### src/sv/tmpr_ram.sv
`timescale 1ns / 1ps
// Single-port RAM, registered read; read data holds while en is low
module tmpr_ram #(
	parameter int WIDTH = 8,
	parameter int DEPTH = 256
) (
	input  logic                     clk,
	input  logic                     en,
	input  logic                     we,
	input  logic [$clog2(DEPTH)-1:0] addr,
	input  logic [WIDTH-1:0]         wdata,
	output logic [WIDTH-1:0]         rdata
);

	logic [WIDTH-1:0] mem_q [DEPTH];

	always_ff @(posedge clk) begin
		if (en) begin
			if (we) begin
				mem_q[addr] <= wdata;
			end else begin
				rdata <= mem_q[addr];
			end
		end
	end

endmodule

### config.mk
export PLATFORM = sky130hd
export DESIGN_NAME = tmpr_ram
export DESIGN_NICKNAME = d
export VERILOG_FILES = /design/src/sv/tmpr_ram.sv
export SDC_FILE = /design/constraint.sdc
export NUM_CORES = 2
export LEC_CHECK = 0
export ABC_AREA = 0
export BUFFER_PORTS_ARGS = -buffer_cell sky130_fd_sc_hd__buf_2
export CELL_PAD_IN_SITES_DETAIL_PLACEMENT = 1
export CELL_PAD_IN_SITES_GLOBAL_PLACEMENT = 1
export CORE_ASPECT_RATIO = 1.5
export CORE_MARGIN = 4
export CORE_UTILIZATION = 51
export CTS_CLUSTER_SIZE = 16
export DETAILED_ROUTE_END_ITERATION = 8
export PLACE_DENSITY = 0.77
export SLEW_MARGIN = 20
export SYNTH_ARGS = -nofsm -noshare
export SYNTH_HDL_FRONTEND = slang
export SYNTH_SLANG_ARGS = --single-unit
### constraint.sdc
create_clock -name clk -period 2.55 [get_ports clk]
set_input_delay 0.255 -clock clk [delete_from_list [all_inputs] [get_ports clk]]
set_output_delay 0.255 -clock clk [all_outputs]
set_load 0.02 [all_outputs]
==> flow_summary.toml <==
[die]
core_um2 = 152000
core.rowCount = 175
initial_core_util_pct = 51.5
die_width_um = 328
fp.dieArea_um2 = 160000
die_h_um = 488
io_pins = 27

[clock_tree]
root_buffer = "clkbuf_16"
clock_path_buffers = 3
insertion_delay_ns = 0.81
h-tree-depth = 4
post-cts-setup-buffers = 0
cts.sinks = 2056
tritoncts = "yes"
cts_buffers = 175
clk_pin_slew_ns = 0.08

[timing]
rsz0062_at_grt = "yes"
timing.final.ws_setup_ns = -0.116
slew_headroom_pct = 34.5
setup_viol = 3
maxSlewViolCount = 0
hold_violations = 0
whs_ns = 0.0210
min_period_over_period_pct = 105
worst_pin_slew_ns = 0.978
clock-skew-final_ns = 0.0298
max_freq_ghz = 0.375
layout_min_cycle_time_ns = 2.67

[drt]
wl_per_cell_um = 36.3
ant_nets = 0
vias = 41809
first_pass_iters = 5
routed_wl_um = 230000
dr.first_iter.drc_count = 6031
drc = 0
viasPerCell = 6.60

[synthesis]
syn_nets = 3545
synth_seq_cells = 2056
ys_async_sr_fraction_pct = 0
yosysWarnings = 0
synth_ff_type = "edfxtp_1"
synth.cell_area_um2 = 78400
ys_types = 21
synth_area_per_cell_um2 = 22.2
synth-edff-count = 2056
ys_seq_area_share_pct = 78.8
synth_cells = 3526

[critical_path]
critPathRequiredTime_ns = 3.09
crit_chain = "mux4_2 -> a22oi_1 -> buf_4 -> a21oi_1 -> o41ai_2 -> buf_4 -> nand4_1"
worst_setup_path_end_kind = "flip-flop"
worstSetupStartpointType = "flip-flop"
cpMostUsedCell = "buf_4"
cp_top_family = "compound AO/OA/AOI/OAI gates"
cp_slowest_cell = "o41ai_2"
critPathMaxStageDelay_ns = 0.57
path_buf_inv = 2
crit_fanout = 1
arrival_ns = 3.21
worst-setup-path-type = "flip-flop to flip-flop"

[place]
port_buffers = 26
post-dp-hpwl_um = 138000
placed_cell_area_um2 = 86100
gp_congestion = 0.843

[final_layout]
drive_above_1_share_pct = 35.1
fillers = 12433
design_area_um2 = 92300
layout.nets = 4167
syn_to_final_growth_pct = 17.8

[pwr]
peakVddDrop_v = 0.000721
leakage_nw = 29.4
power.density_nw_per_um2 = 741

[global_route]
grt_start_max_net_pins = 105
grt-ovfl-total = 0
grt_antenna_before_repair = 7
grt_pass1_vias = 44420
grt_pass1_wl_um = 331000
grtUsageTotal_pct = 29.1

[min_path]
min_path_type = "primary input to flip-flop"

[run_status]
violations = "negative setup slack"
status = "complete, but fails checks"

[job]
max_cap_viol_count = 0
## through the flow
stage               cells  worst slack, ns  TNS [ns]  utilization (%)  total power, mW
global placement     6003            -1.59     -7.30             56.6             41.3
floorplan            3526        -0.000477   -0.0234                -             39.6
finish               6335           -0.116    -0.154             60.7             68.4
global route         6331           -0.145    -0.249             60.6             70.3
CTS                  6330          -0.0303   -0.0303             60.6             68.6
detailed placement   6004            -1.10    -12.02             56.6             41.5
## cells by family after synthesis
kind of cell / Yosys count / share of synthesized area [%]
simple gates: 317 / 1.61
buf+inv: 225 / 1.28
flops: 2056 / 78.8
mux: 512 / 14.7
compound gates: 416 / 3.63
## repair_timing
action / CTS / global route
pin swaps: 3 / 8
hold buffers: 2 / 0
hold endpoints to repair: 61 / 0
resized for setup: 33 / 18
setup endpoints to repair: 8 / 8
## registers in the layout, indices dropped and copies added (netlist names)
signal / cells
mem_q: 2048
rdata: 8
## final timing paths
check                                              from                      to  slack [ns]  cells after the start
worst max-delay path            mem_q[107][5]$_DFFE_PP_      rdata[5]$_DFFE_PP_       -0.12                      7
worst min-delay path                           wdata[7]  mem_q[66][7]$_DFFE_PP_        0.02                      1
worst max register to register  mem_q[107][5]$_DFFE_PP_      rdata[5]$_DFFE_PP_       -0.12                      7
worst min register to register   mem_q[53][7]$_DFFE_PP_      rdata[7]$_DFFE_PP_        1.12                      5
## cells in the final DEF, fill, tap and decap left out, types with 2 or more instances in the layout
cell type	n
edfxtp_1	2056
buf_4	555
mux4_2	512
nor2_1	258
a22oi_1	239
clkbuf_16	180
a21oi_1	121
buf_12	86
clkinv_1	44
clkinv_2	37
clkbuf_1	23
bufinv_16	21
a22oi_2	17
nand2_2	16
buf_2	16
nand2_1	14
o41ai_2	14
o41ai_1	10
o41ai_4	8
nand4_1	8
clkbuf_8	8
clkinvlp_4	7
a21oi_2	6
diode_2	5
nor2b_1	4
nand3_1	4
inv_6	4
inv_16	3
clkinv_8	3
nor2b_4	2
nand2b_2	2
nor3b_1	2
clkinv_4	2
dlygate4sd3_1	2
buf_8	2
## power breakdown
part | leakage [nW] | internal, mW | switching (mW) | total, mW
clock network | 2.83 | 15.1 | 12.4 | 27.4
logic | 8.10 | 1.42 | 2.28 | 3.70
registers | 18.5 | 37.2 | 0.0230 | 37.2
## cell usage after synthesis, types with 2 or more instances
cell type,count,area share [%]
a21oi_1,128,0.82
a22oi_1,256,2.5
and2_1,2,0.016
buf_1,21,0.10
buf_2,41,0.26
buf_4,11,0.11
buf_6,9,0.13
clkbuf_1,143,0.68
edfxtp_1,2056,79
mux4_2,512,15
nand2_1,30,0.14
nand2b_1,2,0.016
nand3_1,4,0.026
nand4_1,8,0.064
nor2_1,259,1.2
nor2b_1,7,0.056
nor3b_1,2,0.019
o41ai_1,32,0.36
## layer usage
layer  up-vias  GRT usage (%)  part of all wire [%]
met2      2908           48.9                    51
met1     22029           36.1                    33
met5         -              0                 0.010
met3       661           5.15                   9.1
li1      16207              -                     -
met4         4           16.0                   6.5
## final cells by class
| type | count | area [µm²] | share of cell area (%) |
|---|---|---|---|
| flip-flops and latches | 2056 | 61700 | 66.9 |
| multi-input cells | 1245 | 16100 | 17.4 |
| repair buffers | 670 | 6140 | 6.65 |
| clock buffers | 203 | 4590 | 4.97 |
| well taps | 2035 | 2550 | 2.76 |
| clock inverters | 121 | 1190 | 1.29 |
| diodes | 5 | 12.5 | 0.0136 |
(Power assumes the default switching activity.)
