<file path="config.mk">
export PLATFORM = sky130hd
export DESIGN_NAME = tmpr_cdiv
export DESIGN_NICKNAME = d
export VERILOG_FILES = /design/src/sv/tmpr_cdiv.sv
export SDC_FILE = /design/constraint.sdc
export NUM_CORES = 1
export LEC_CHECK = 0
export ABC_AREA = 1
export BUFFER_PORTS_ARGS = -buffer_cell sky130_fd_sc_hd__buf_4
export CAP_MARGIN = 10
export CORE_ASPECT_RATIO = 1.4
export CORE_MARGIN = 1
export CORE_UTILIZATION = 41
export DETAILED_ROUTE_END_ITERATION = 8
export MAX_ROUTING_LAYER = met4
export PLACE_DENSITY = 0.72
export SLEW_MARGIN = 20
export SYNTH_ARGS = -nofsm -noshare
export SYNTH_HDL_FRONTEND = slang
export SYNTH_SLANG_ARGS = --single-unit
</file>
<file path="constraint.sdc">
create_clock -name clk -period 0.8 [get_ports clk]
set_input_delay 0.08 -clock clk [delete_from_list [all_inputs] [get_ports clk]]
set_output_delay 0.08 -clock clk [all_outputs]
set_load 0.02 [all_outputs]
</file>
<file path="src/sv/tmpr_cdiv.sv">
`timescale 1ns / 1ps
// Two-stage divide by a constant: reciprocal multiply, then one
// compare-and-subtract correction. Both stages advance only while en is high.
module tmpr_cdiv #(
	parameter int DIVISOR = 16,
	parameter int IN_W    = 13,
	parameter int REM_W   = (DIVISOR > 1) ? $clog2(DIVISOR) : 1
) (
	input  logic             clk,
	input  logic             en,
	input  logic [IN_W-1:0]  dividend,
	output logic [IN_W-1:0]  quot,
	output logic [REM_W-1:0] rem
);

	// Estimate is the true quotient or one below it
	localparam int K  = IN_W + 1;
	localparam int MW = K + 1;
	localparam logic [MW-1:0]   RECIP = MW'((1 << K) / DIVISOR);
	localparam logic [IN_W-1:0] DIV_C = IN_W'(DIVISOR);

	logic [IN_W+MW-1:0] prod;
	logic [IN_W-1:0]    q0_s2;
	logic [IN_W-1:0]    x_s2;
	logic [2*IN_W-1:0]  back;
	logic [IN_W-1:0]    r0;
	logic [IN_W-1:0]    r_adj;
	logic               fix;
	logic [IN_W-1:0]    quot_s3;
	logic [REM_W-1:0]   rem_s3;

	// Stage 2: reciprocal estimate
	assign prod = dividend * RECIP;

	always_ff @(posedge clk) begin
		if (en) begin
			q0_s2 <= prod[K +: IN_W];
			x_s2  <= dividend;
		end
	end

	// Stage 3: remainder and correction
	assign back  = q0_s2 * DIV_C;
	assign r0    = x_s2 - back[IN_W-1:0];
	assign fix   = (r0 >= DIV_C);
	assign r_adj = fix ? (r0 - DIV_C) : r0;

	always_ff @(posedge clk) begin
		if (en) begin
			quot_s3 <= fix ? (q0_s2 + IN_W'(1)) : q0_s2;
			rem_s3  <= r_adj[REM_W-1:0];
		end
	end

	assign quot = quot_s3;
	assign rem  = rem_s3;

endmodule

</file>
==> summary.md <==
| Metric | Value |
|---|---|
| Status | complete, but fails checks |
| Violated checks | negative setup slack |
| Syn_area_per_cell | 26.3 um^2 |
| Pin count of the biggest net entering global routing | 27 |
| Total track usage | 0.105 |
| CTS tree | built |
| Seq cells post-synth | 26 |
| DRC Markers | 0 |
| Nature of the critical path startpoint | flip-flop |
| Fin crit share | 1.17 |
| Die area | 2170 um^2 |
| Dpl cell area | 1020 um^2 |
| Cells after Synth | 31 |
| PwrDens | 1980 nW/um^2 |
| Die H | 54.7 um |
| Post-synth design cell area | 815 um^2 |
| Total Wirelength | 1040 um |
| Slowest CP cell | edfxtp_1 |
| Post-CTS setup buffer count | 0 |
| Max-slew violation count | 0 |
| Most common cell after layout, fill and taps aside | edfxtp_1 |
| WP depth | 1 |
| P_leak | 0.000483 uW |
| Cell area after layout | 1230 um^2 |
| PnR worst setup slack | -0.134 ns |
| GP Congestion | 0.600 |
| Peak VDD IR | 0.00130 V |
| Clock Root Buffer | clkbuf_4 |
| Vias in the first global route | 344 |
| Vias/cell | 4.24 |
| Clk sinks | 26 |
| Post-detailed-route count of antenna-violating nets | 0 |
| H-Tree Depth | 1 |
| Initial antenna violation count | 0 |
| Core area | 1820 um^2 |
| RSZ-0062 raised after global routing | true |
| Port Buffers | 27 |
| Initial Util | 0.447 |
| CP Max Fanout | 1 |
| CP Launch Point | rem[1] |
| Max cap viols | 0 |
| TritonCTS Buffers | 3 |
| Total congestion overflow | 0 |
| Clock Skews | 0.000811 ns |
| Reg2reg path depth | 0 |
| Worst path arrival time | 0.85 ns |
| Flop-to-flop setup slack | 0.16 ns |
| Seq/Total Area, Yosys | 0.959 |
| Path type of the worst setup path | reg2out |
| Clock buffer depth | 2 |
| Crit path capture type | output port |
| Final hold vios | 0 |
| Hold path cells | 1 |
| # rows | 18 |
| Synth-to-Final Area Change | 50.8% |
| Diode count | 0 |
| Dominant cell type by area after synthesis | edfxtp_1 |
| Drt first-iter violations | 8 |
| First-pass GRT wire length | 1400 um |
| Achievable Freq | 1070 MHz |
| Clock period minus worst slack | 0.934 ns |
| Router iterations before antenna repair | 2 |
| Share of cells above drive strength 1 | 0.405 |
| Commonest non-fill, non-tap cells in the layout | 26 x edfxtp_1, 14 x buf_4, 13 x dlygate4sd3_1, 13 x buf_6, 4 x conb_1 |
| CP Data Required Time | 0.72 ns |
| Largest delay share family, worst path | flip-flops |
| IO Count | 32 |
| Yosys synthesis warning count | 0 |
| Avg WL per Cell | 11.1 um |
| Total Power | 2440 uW |
| Via count | 399 |
| Synth top area share | 0.959 |
| Nets | 90 |
| R2R Path Start | x_s2[8] |
| Ranking of synthesized cells by area | edfxtp_1 96%, buf_4 3.7%, conb_1 0.46% |
| Synth cell types | 3 |
| Die width | 39.7 um |
| Worst skew pair latency | 0.29 ns |
| HP Start | en |
| Ordered cell list for the critical path | buf_6 |
| Largest stage delay, worst path | 0.41 ns |
| Worst min-delay path class | in2reg |
| Setup Viol. Count Final | 13 |
| Clk slew on worst S/H paths | 0.12 ns |
| Worst path bufs/invs | 1 |
-- registers in the layout, summed over array words and instances (netlist names) --
signal  count
x_s2       13
quot        9
rem         4
-- path summary, 6_finish.rpt --
kind | end
max | rem[1]
min | x_s2[4]
min reg2reg | quot[6]
max reg2reg | quot[4]
-- through the flow --
step           utilization  setup slack, ns  std cells  setup TNS, ns  hold slack [ns]
5_1_grt              0.674           -0.169         94          -2.02            0.184
2_1_floorplan            -            0.211         34              0            0.179
3_5_place_dp         0.561           0.0946         77              0            0.259
3_3_place_gp         0.561            0.106         77              0            0.258
4_1_cts              0.667           -0.138         94          -1.65            0.186
6_report             0.674           -0.134         94          -1.51            0.186
-- logic make-up after synthesis --
family,Yosys count,share of synthesized area
flip-flops,26,0.959
buffers and inverters,4,0.0369
other,1,0.00460
-- Yosys cell counts (all sizes together) --
| master | number |
|---|---|
| edfxtp | 26 |
| conb | 1 |
| buf | 4 |
-- routing by layer --
metal | GRT usage | part of all wire
met1 | 0.109 | 0.35
met2 | 0.180 | 0.59
met3 | 0.0244 | 0.057
met4 | 0.0517 | 0
met5 | - | 0
-- power breakdown --
| part | switching [uW] | internal, uW | total (uW) |
|---|---|---|---|
| Combinational | 129 | 161 | 290 |
| Clock | 319 | 181 | 501 |
| Sequential | 30.6 | 1610 | 1640 |
-- layout make-up --
cell class / count / area (um^2)
Tap cell: 20 / 25.0
Clock inverter: 1 / 3.75
Fill cell: 128 / 596
Multi-Input combinational cell: 4 / 15.0
Clock buffer: 3 / 22.5
Timing Repair Buffer: 40 / 382
Sequential cell: 26 / 781
-- timing repair --
| action | in CTS | in global routing |
|---|---|---|
| resized for setup | 10 | 3 |
| gates cloned | 0 | 0 |
| endpoints found under the hold margin | 13 | 0 |
| endpoints found under the setup margin | 13 | 13 |
| hold buffers | 13 | 0 |
Note: power is estimated with default switching activity, not from simulation.
