--- src/sv/tmpr_pkg.sv ---
`timescale 1ns / 1ps
package tmpr_pkg;

	// Default geometry
	localparam int MAP_COLUMNS_DEF     = 64;
	localparam int MAP_ROWS_DEF        = 64;
	localparam int TILE_PX_W_DEF       = 16;
	localparam int TILE_PX_H_DEF       = 16;
	localparam int MAX_TILES_DEF       = 16;
	localparam int PALETTE_ENTRIES_DEF = 16;

	// Store shapes
	localparam int MAP_DEPTH   = 4096;
	localparam int MAP_DW      = 8;
	localparam int PIX_DEPTH   = 4096;
	localparam int PIX_DW      = 4;
	localparam int PAL_DEPTH   = 256;
	localparam int PAL_DW      = 16;
	localparam int TRN_DEPTH   = 16;
	localparam int TRN_DW      = 17;

	// Field widths
	localparam int KIND_W  = 3;
	localparam int SLOT_W  = 12;
	localparam int VALUE_W = 17;
	localparam int COORD_W = 12;
	localparam int COLOR_W = 16;
	localparam int CFG_IDX_W  = 4;
	localparam int CFG_DATA_W = 17;

	// Item kinds
	localparam logic [KIND_W-1:0] KIND_MAP      = 3'd0;
	localparam logic [KIND_W-1:0] KIND_TILE_PIX = 3'd1;
	localparam logic [KIND_W-1:0] KIND_PALETTE  = 3'd2;
	localparam logic [KIND_W-1:0] KIND_TRANSP   = 3'd3;
	localparam logic [KIND_W-1:0] KIND_RENDER   = 3'd4;

	// Register indexes
	localparam logic [CFG_IDX_W-1:0] CFG_WINDOW_X      = 4'd0;
	localparam logic [CFG_IDX_W-1:0] CFG_WINDOW_Y      = 4'd1;
	localparam logic [CFG_IDX_W-1:0] CFG_WINDOW_WIDTH  = 4'd2;
	localparam logic [CFG_IDX_W-1:0] CFG_WINDOW_HEIGHT = 4'd3;
	localparam logic [CFG_IDX_W-1:0] CFG_SCROLL_X      = 4'd4;
	localparam logic [CFG_IDX_W-1:0] CFG_SCROLL_Y      = 4'd5;
	localparam logic [CFG_IDX_W-1:0] CFG_TILE_COUNT    = 4'd6;
	localparam logic [CFG_IDX_W-1:0] CFG_BACKGROUND    = 4'd7;

	// One rendered pixel
	typedef struct packed {
		logic [COLOR_W-1:0] color;
		logic               write;
	} pix_t;

endpackage

--- src/sv/tmpr_out.sv ---
`timescale 1ns / 1ps
// Output register with a skid stage; ready drops only while the skid holds an item
module tmpr_out (
	input  logic                               clk,
	input  logic                               arst_n,
	input  logic                               push,
	input  tmpr_pkg::pix_t                     push_data,
	output logic                               ready,
	output logic                               m_tvalid,
	input  logic                               m_tready,
	output logic [tmpr_pkg::COLOR_W-1:0]       m_tdata,  // pixel_color
	output logic                               m_tuser   // pixel_write
);

	logic           out_valid_q;
	logic           skid_valid_q;
	tmpr_pkg::pix_t out_data_q;
	tmpr_pkg::pix_t skid_data_q;

	// Control
	always_ff @(posedge clk or negedge arst_n) begin
		if (!arst_n) begin
			out_valid_q  <= 1'b0;
			skid_valid_q <= 1'b0;
		end else if (skid_valid_q) begin
			if (m_tready) begin
				skid_valid_q <= 1'b0;
			end
		end else if (push) begin
			if (!out_valid_q || m_tready) begin
				out_valid_q <= 1'b1;
			end else begin
				skid_valid_q <= 1'b1;
			end
		end else if (m_tready) begin
			out_valid_q <= 1'b0;
		end
	end

	// Payload
	always_ff @(posedge clk) begin
		if (skid_valid_q) begin
			if (m_tready) begin
				out_data_q <= skid_data_q;
			end
		end else if (push) begin
			if (!out_valid_q || m_tready) begin
				out_data_q <= push_data;
			end else begin
				skid_data_q <= push_data;
			end
		end
	end

	assign ready    = !skid_valid_q;
	assign m_tvalid = out_valid_q;
	assign m_tdata  = out_data_q.color;
	assign m_tuser  = out_data_q.write;

`ifndef SYNTHESIS
	// skid only fills behind a waiting output
	a_skid_behind_out: assert property (@(posedge clk) disable iff (!arst_n)
		skid_valid_q |-> out_valid_q)
		else $error("skid holds an item with output empty");

	a_skid_fill_cause: assert property (@(posedge clk) disable iff (!arst_n)
		$rose(skid_valid_q) |-> $past(out_valid_q && !m_tready && push))
		else $error("skid filled without a stalled output");

	a_no_write_zero: assert property (@(posedge clk) disable iff (!arst_n)
		(m_tvalid && !m_tuser) |-> (m_tdata == '0))
		else $error("unwritten pixel carries a color");
`endif

endmodule

--- config.mk ---
export PLATFORM = sky130hd
export DESIGN_NAME = tmpr_out
export DESIGN_NICKNAME = d
export VERILOG_FILES = /design/src/sv/tmpr_pkg.sv /design/src/sv/tmpr_out.sv
export SDC_FILE = /design/constraint.sdc
export NUM_CORES = 1
export LEC_CHECK = 0
export ABC_AREA = 1
export CAP_MARGIN = 0
export CORE_ASPECT_RATIO = 1.1
export CORE_UTILIZATION = 45
export DETAILED_ROUTE_END_ITERATION = 6
export DONT_BUFFER_PORTS = 1
export GPL_TIMING_DRIVEN = 0
export PLACE_DENSITY_LB_ADDON = 0.3
export SYNTH_ARGS = -nofsm -noshare
export SYNTH_HDL_FRONTEND = slang
export SYNTH_SLANG_ARGS = --single-unit
--- constraint.sdc ---
create_clock -name clk -period 2.1 [get_ports clk]
set_clock_uncertainty 0.1 [all_clocks]
set_input_delay 0.21 -clock clk [delete_from_list [all_inputs] [get_ports clk]]
set_output_delay 0.21 -clock clk [all_outputs]
set_load 0.03 [all_outputs]
==> results of run 1 <==
==> power breakdown <==
group          total [mW]  switching, mW  internal, mW
Sequential           1.03          0.136         0.896
Combinational       0.185          0.122        0.0628
Clock               0.327          0.210         0.117
==> worst register-to-register path, delay by kind of cell, from the launching register on <==
kind                   cells  cell delay (ns)
buffers and inverters      2             0.58
DFF                        1             0.58
and+or+nand+nor            2             0.18
==> cells in the mapped netlist (all sizes together) <==
master / n
buf: 3
nand2: 60
dfrtp: 2
edfxtp: 34
nand3: 1
inv: 5
nor2: 2
==> worst paths after layout <==
kind / from / endpoint / slack (ns)
setup / recovery: m_tvalid / skid_data_q[2] / 0.30
hold / removal: push / skid_valid_q / 0.07
setup reg to reg: m_tvalid / skid_data_q[2] / 0.30
hold reg to reg: skid_data_q[4] / m_tdata[3] / 0.43
max in group asynchronous: arst_n / skid_valid_q / 1.23
min in group asynchronous: arst_n / m_tvalid / 0.55
==> cells by family after synthesis <==
logic type / after synthesis
flip-flops: 36
AND/OR/NAND/NOR: 63
buffers and inverters: 8
==> state kept, by name, indices dropped and copies added, names as in the netlist <==
name and flops:
skid_data_q 17, m_tdata 16, m_tuser 1, m_tvalid 1
skid_valid_q 1
==> per-layer routing <==
layer	vias to the layer above	global-route usage (%)	wire length (µm)
met2	25	31.2	1320
met3	5	8.46	125
met4	0	7.69	44
met5	-	0	0
met1	390	17.5	880
li1	407	-	-
==> layout make-up <==
type                            count  area, µm²
Fill cell                         245       1160
Sequential cell                    36       1070
Multi-Input combinational cell     63        238
Timing Repair Buffer               21        210
Tap cell                           33       41.3
Clock buffer                        5       37.5
Inverter                            5       18.8
Buffer                              3       17.5
Clock inverter                      2       7.51
==> stage by stage <==
| step | worst slack [ns] | hold WS, ns | instances | utilization [%] | cell area, µm² |
|---|---|---|---|---|---|
| floorplan | 0.549 | -0.186 | 107 | - | 1350 |
| global placement | 0.391 | -0.186 | 140 | 49.5 | 1390 |
| detailed placement | 0.327 | -0.186 | 140 | 49.5 | 1390 |
| CTS | 0.310 | 0.0575 | 168 | 58.6 | 1640 |
| global route | 0.165 | 0.0870 | 168 | 58.6 | 1640 |
| finish | 0.302 | 0.0695 | 168 | 58.6 | 1640 |
==> cell usage in the layout, fill, tap and decap left out <==
cell type      count
dfrtp_1            2
inv_1              4
nand2_1           60
edfxtp_1          34
clkbuf_4           5
buf_4              1
nor2_1             2
buf_2              2
inv_2              1
clkinv_1           2
nand3_1            1
dlygate4sd3_1     21
==> results by stage, run 1 <==
Yosys:
- The area share of fa/ha/maj cells after synthesis is 0%.
- The area share of the largest cell type after synthesis is 75.9%.
- The biggest area contributor in the post-synthesis netlist is edfxtp_1.
- The Yosys step of the flow raised 0 warnings.
- The xor and xnor fraction of the mapped netlist area is 0%.
- The combinational family with the most area after synthesis is simple AND/OR/NAND/NOR gates.
- The portion of the post-synthesis area used by sequential elements is 79.6%.
- After synthesis, the cell types taking the most area are edfxtp_1, nand2_1, dfrtp_1.
- The number of cells produced by synthesis is 107.
- In this run, synthesis produced a sequential element count of 36.
- Summing the areas of all and, or, nand and nor instances in the mapped netlist gives 17.7% of the synthesized area.
- Summing the areas of all compound-gate instances in the mapped netlist gives 0% of the synthesized area.
- Measured against the total synthesized area, the mux share comes to 0%.
- The distinct cell type count of the synthesized netlist is 9.
- The mapped cell area is 1350 µm².
- The mean area per synthesized cell is 12.6 µm².
- The number of nets in the synthesized netlist is 128.

Power and ir drop:
- Across the VDD grid, the largest voltage drop is 0.538 mV.
- The power density relative to cell area is 940 nW/µm².
- The analysis attributes to cell leakage a power of 0.678 nW.
- The overall power consumption is 1.54 mW.

Drt:
- In the routed layout, each cell is associated on average with a via count of 4.92.
- For this block, the routed nets add up to 2370 µm of wire.
- Dividing the detail-routed wire length by the instance count gives 14.1 µm.
- The number of design-rule violations left by the first detailed-router iteration is 40.
- The residual antenna-violating net count after detailed routing is 0.
- The total via count after detailed routing is 827.
- The number of search-and-repair iterations in the first detailed-routing pass is 4.
- The residual DRC count is 0.

Finish:
- The number of antenna diodes is 0.
- The net count of the finished layout is 156.
- The synthesis-to-layout area growth is 22.0%.
- The proportion of layout cells with a drive suffix above 1 is 6.67%.

Timing:
- The relative slew slack is 54.1%.
- Setup repair after global routing left no endpoint under its margin.
- Derived from the worst setup path, the maximum achievable clock frequency is 556 MHz.
- Setup violations remaining at the end of the flow were counted as 0.
- The number of endpoints with negative hold slack in the final report is 0.
- After routing, the total negative slack on setup checks comes to 0 ns.
- Of the available clock period, the critical path in the final layout requires 85.6%.
- The actual slew at the worst max-slew pin is 0.687 ns.
- The final count of pins violating max slew is 0.
- The time the final worst path needs with I/O delays and setup is 1.80 ns.

Clock tree:
- The H-tree was split into 2 levels.
- Gates resized during post-CTS repair numbered 0.
- The clock-pin slew on the worst setup and hold paths is 0.10 ns.
- CTS placed an instance of clkbuf_4 at the clock tree root.
- The number of CTS-inserted buffers is 5.
- Post-CTS timing repair inserted 0 buffers for setup.
- The number of sinks handled by clock tree synthesis is 36.
- For this design, the CTS-stage hold fixing added 21 buffers.
- The later pin in the worst-skew pair is clocked with a latency of 0.33 ns.
- TritonCTS built the clock tree.
- The buffer depth of the longest clock path is 2.

Placement:
- At the end of routability-driven placement, the weighted congestion stood at 0.665.
- After legalization and detailed placement, the total HPWL measured 1490 µm.
- The count of buffers added on input and output ports is 0.

Die:
- The number of rows in the core area is 20.
- From left edge to right edge, the die measures 54.1 µm.
- The floorplan step set the die height to 59.3 µm.
- The region available for standard cell placement spans 2800 µm².
- The floorplan step defined a die boundary enclosing 3210 µm².
- The initial utilization of the core area, before any placement, comes to 48.0%.
- The number of top-level pins is 40.

Setup path:
- The critical path contains buffers and inverters numbering 2 combined.
- For the worst setup path, the data arrival time is 1.67 ns.
- The required time at the worst-slack endpoint is 1.97 ns.
- Counting stages on the worst path, the most repeated cell is inv_1.
- The cell with the largest stage delay on the worst path is dfrtp_1.
- The highest fanout seen on the critical path is 17.
- The worst setup path is of the flop to flop kind.
- Among cell families on the critical path, the largest total delay comes from flip-flops.
- The cell depth of the worst flop-to-flop path is 4.
- The worst setup path is captured at a flop.
- The critical path goes through inv_1, nor2_1, nand2_1, inv_1.
- In this design, the stage delay of the slowest critical-path cell is 0.58 ns.
- Counting buffers and inverters, the worst setup path is 4 cells deep.
- STA classifies the critical path startpoint as a flop.

Hold path:
- The type of the worst min-delay path is input port to flop.
- The number of cells on the worst hold path is 4.

Global routing:
- The largest net degree at the start of global routing is 18.
- The global-route wire length before repair is 3800 µm.
- Global routing used 17.9% of the available tracks.
- The overflow left after global routing is 0.
- The initial antenna violation count was 0.
- The number of global-route vias before repair is 820.

Run:
- Across the run, the number of max-cap violations was 0.

Run status:
- The run finished with clean final reports.
Note: power is estimated with default switching activity, not from simulation.
==> run 2: changes to the inputs <==
--- a/config.mk
+++ b/config.mk
@@ -5,7 +5,6 @@
 export SDC_FILE = /design/constraint.sdc
 export NUM_CORES = 1
 export LEC_CHECK = 0
-export ABC_AREA = 1
 export CAP_MARGIN = 0
 export CORE_ASPECT_RATIO = 1.1
 export CORE_UTILIZATION = 45
==> results by stage, run 2 <==
Run status:
- The run finished with clean final reports.

Setup path:
- Traced cell by cell, the critical path runs through buf_6, nor2_1, o22a_1.
- In this run the register-to-register setup slack is 0.22 ns.
- The signal arrival time at the worst endpoint is 1.74 ns.
- The launching element type of the critical path is a flop.
- STA classifies the critical path endpoint as a flop.
- For this run, the slowest stage of the critical path takes 0.68 ns.
- STA puts the critical path data required time at 1.96 ns.
- The kind of cell adding the most delay to the critical path is compound AO/OA/AOI/OAI gates.
- The worst register-to-register path begins at skid_valid_q.
- The worst setup path is of the flop to flop kind.
- Of all nets on the critical path, the largest fanout is 17.
- The worst setup path startpoint is skid_valid_q.
- Among all stages on the critical path, the largest delay is contributed by o22a_1.
- The count of buffer and inverter cells on the critical path is 1.

Timing:
- The number of endpoints with negative hold slack in the final report is 0.
- Timing would allow up to 532 MHz.
- Setup repair after global routing left no endpoint under its margin.
- In this run the tightest slew margin relative to its limit is 46.8%.
- The final cycle utilization of the critical path is 89.6%.
- The setup TNS is 0 ns.
- The count of final setup violators is 0.
- The final setup slack of the worst path is 0.219 ns.
- The actual slew at the worst max-slew pin is 0.797 ns.
- The time the final worst path needs with I/O delays and setup is 1.88 ns.
- The final count of pins violating max slew is 0.

Die:
- The starting density of the core is 47.7%.
- The floorplan has 20 rows.
- The height of the die is 59.2 µm.
- During I/O placement, the number of pins put on the boundary was 40.
- The chip width is 54.0 µm.
- The placeable core area is 2800 µm².
- The die covers 3190 µm².

Drt:
- The detail-routed net length per standard cell is 16.9 µm.
- The via density per instance is 5.25.
- In this run, the number of DRC markers left after iteration 0 of detailed routing was 13.
- The total detailed-routing wirelength is 2130 µm.
- The number of search-and-repair iterations in the first detailed-routing pass is 4.
- After detailed routing, the number of remaining DRC violations is 0.
- The total via count after detailed routing is 662.
- The residual antenna-violating net count after detailed routing is 0.

Finish:
- The total number of nets in the final design is 114.
- The leading cell type in the layout, fill and taps excluded is edfxtp_1.
- The post-route netlist has 28.0% of its cells at a drive strength greater than 1.
- In the layout the commonest cells are edfxtp_1, dlygate4sd3_1, mux2_2.
- The repair_antennas step left the layout with diodes totalling 0.
- The number of flip-flops in the largest register is 17.
- Excluding fillers, the count of instances in the completed layout stands at 126.
- The final cell utilization of the core is 59.0%.
- The register with the most flip-flops in the final layout is skid_data_q.
- The number of fill cells in the layout is 229.
- From synthesis to final layout, the design area changed by 23.7%.

Hold path:
- The startpoint identified for the worst hold timing path is push.
- In this run the worst hold path is classified as input port to flop.

Placement:
- The congestion estimate from routability-driven global placement came to 0.570.
- Timing analysis after detailed placement gives a worst setup slack of 0.221 ns.
- In this run the tool buffered the top-level ports with 0 buffer cells.
- The detailed placer's ending HPWL is 1250 µm.
- After detailed placement, the design holds a cell count of 96.

Clock tree:
- In this run the clock root is driven by a clkbuf_4.
- In this run the post-CTS setup repair buffer count came out at 0.
- The H-tree was split into 2 levels.
- The number of gates resized after cts is 0.
- The buffer depth of the longest clock path is 2.
- The number of CTS-inserted buffers is 5.
- After clock tree synthesis, the clock-pin slew on the worst setup and hold paths is 0.10 ns.
- The number of sinks handled by clock tree synthesis is 36.
- TritonCTS built the clock tree.
- The clock latency on the worst-skew pair is 0.33 ns.
- The number of hold buffers added after CTS was 22.

Yosys:
- The mean area per synthesized cell is 21.2 µm².
- In the post-synthesis netlist, the cell with the most instances is edfxtp_1.
- After synthesis, the most frequently instantiated cells are edfxtp_1, mux2_2, buf_6, dfrtp_1, nor2_1.
- The portion of the post-synthesis area used by sequential elements is 80.1%.
- After synthesis, the cell types taking the most area are edfxtp_1, mux2_2, dfrtp_1.
- The number of cells produced by synthesis is 63.
- The leading area contributor after synthesis is edfxtp_1.
- The mapped cell area is 1340 µm².
- Yosys printed 0 warnings.
- The top cell type by area accounts for 76.3% of the synthesized area.
- The number of different library cells used by synthesis comes to 11.
- The count of state elements after synthesis is 36.
- The synthesized design contains 34 enable-type register cells.
- The most instantiated flip-flop cell in the synthesis netlist is edfxtp_1.
- The share of async-settable or async-resettable flops after synthesis is 5.56%.
- The net count of the mapped netlist is 84.

Run:
- The reported max-cap violation count is 0.

Power and ir drop:
- Overall power consumption after layout is estimated at 1.42 mW.
- The power density relative to cell area is 857 nW/µm².
- The peak supply drop is 0.493 mV.
- The static leakage is 0.565 nW.

Global routing:
- The largest net degree at the start of global routing is 18.
- The initial antenna violation count is 0.
- The overflow left after global routing is 0.
- Across every metal layer, demand over resource in global routing totals 16.4%.
- The global-route wire length before repair is 3370 µm.
- The number of global-route vias before repair came to 697.
run 2: kinds of logic after synthesis:
| group | Yosys count | share of synthesized area [%] |
|---|---|---|
| buffers and inverters | 3 | 1.96 |
| multiplexers | 17 | 14.3 |
| AND/OR/NAND/NOR | 4 | 1.96 |
| AO/OA/AOI/OAI | 3 | 1.68 |
| flip-flops | 36 | 80.1 |
run 2: area by class of cell:
| cell class | count | area, µm² | area share (%) |
|---|---|---|---|
| well taps | 33 | 41.3 | 2.50 |
| inverters | 1 | 3.75 | 0.227 |
| multi-input cells | 24 | 240 | 14.5 |
| clock inverters | 2 | 7.51 | 0.454 |
| plain buffers | 2 | 22.5 | 1.36 |
| flip-flops and latches | 36 | 1070 | 64.8 |
| clock buffers | 5 | 37.5 | 2.27 |
| repair buffers | 23 | 230 | 13.9 |
run 2: per-stage QoR:
step                instance area, µm²  hold slack, ns
CTS                               1640         0.00282
global route                      1650           0.375
finish                            1650           0.379
global placement                  1380          -0.186
detailed placement                1380          -0.186
floorplan                         1340          -0.186
run 2: worst paths after layout:
| check | endpoint | depth (start not counted) |
|---|---|---|
| setup / recovery | m_tdata[1] | 3 |
| hold / removal | skid_data_q[8] | 1 |
| setup reg to reg | m_tdata[1] | 3 |
| hold reg to reg | m_tdata[15] | 1 |
| max in group asynchronous | m_tvalid | 2 |
| min in group asynchronous | skid_valid_q | 2 |
run 2: per-layer routing:
layer  vias up  global-route usage (%)  wire length, µm  part of all wire, %
met5         -                       0                0                    0
met4         0                    6.59               37                  1.7
met3         5                    8.46              199                  9.4
met2        32                    25.2             1040                   49
met1       316                    19.1              853                   40
li1        309                       -                -                    -
run 2: where the power goes:
| part | switching (mW) | internal, mW | total, mW | leakage [nW] |
|---|---|---|---|---|
| sequential | 0.0951 | 0.858 | 0.953 | 0.344 |
| clock | 0.208 | 0.117 | 0.325 | 0.0261 |
| combinational | 0.0625 | 0.0763 | 0.139 | 0.196 |
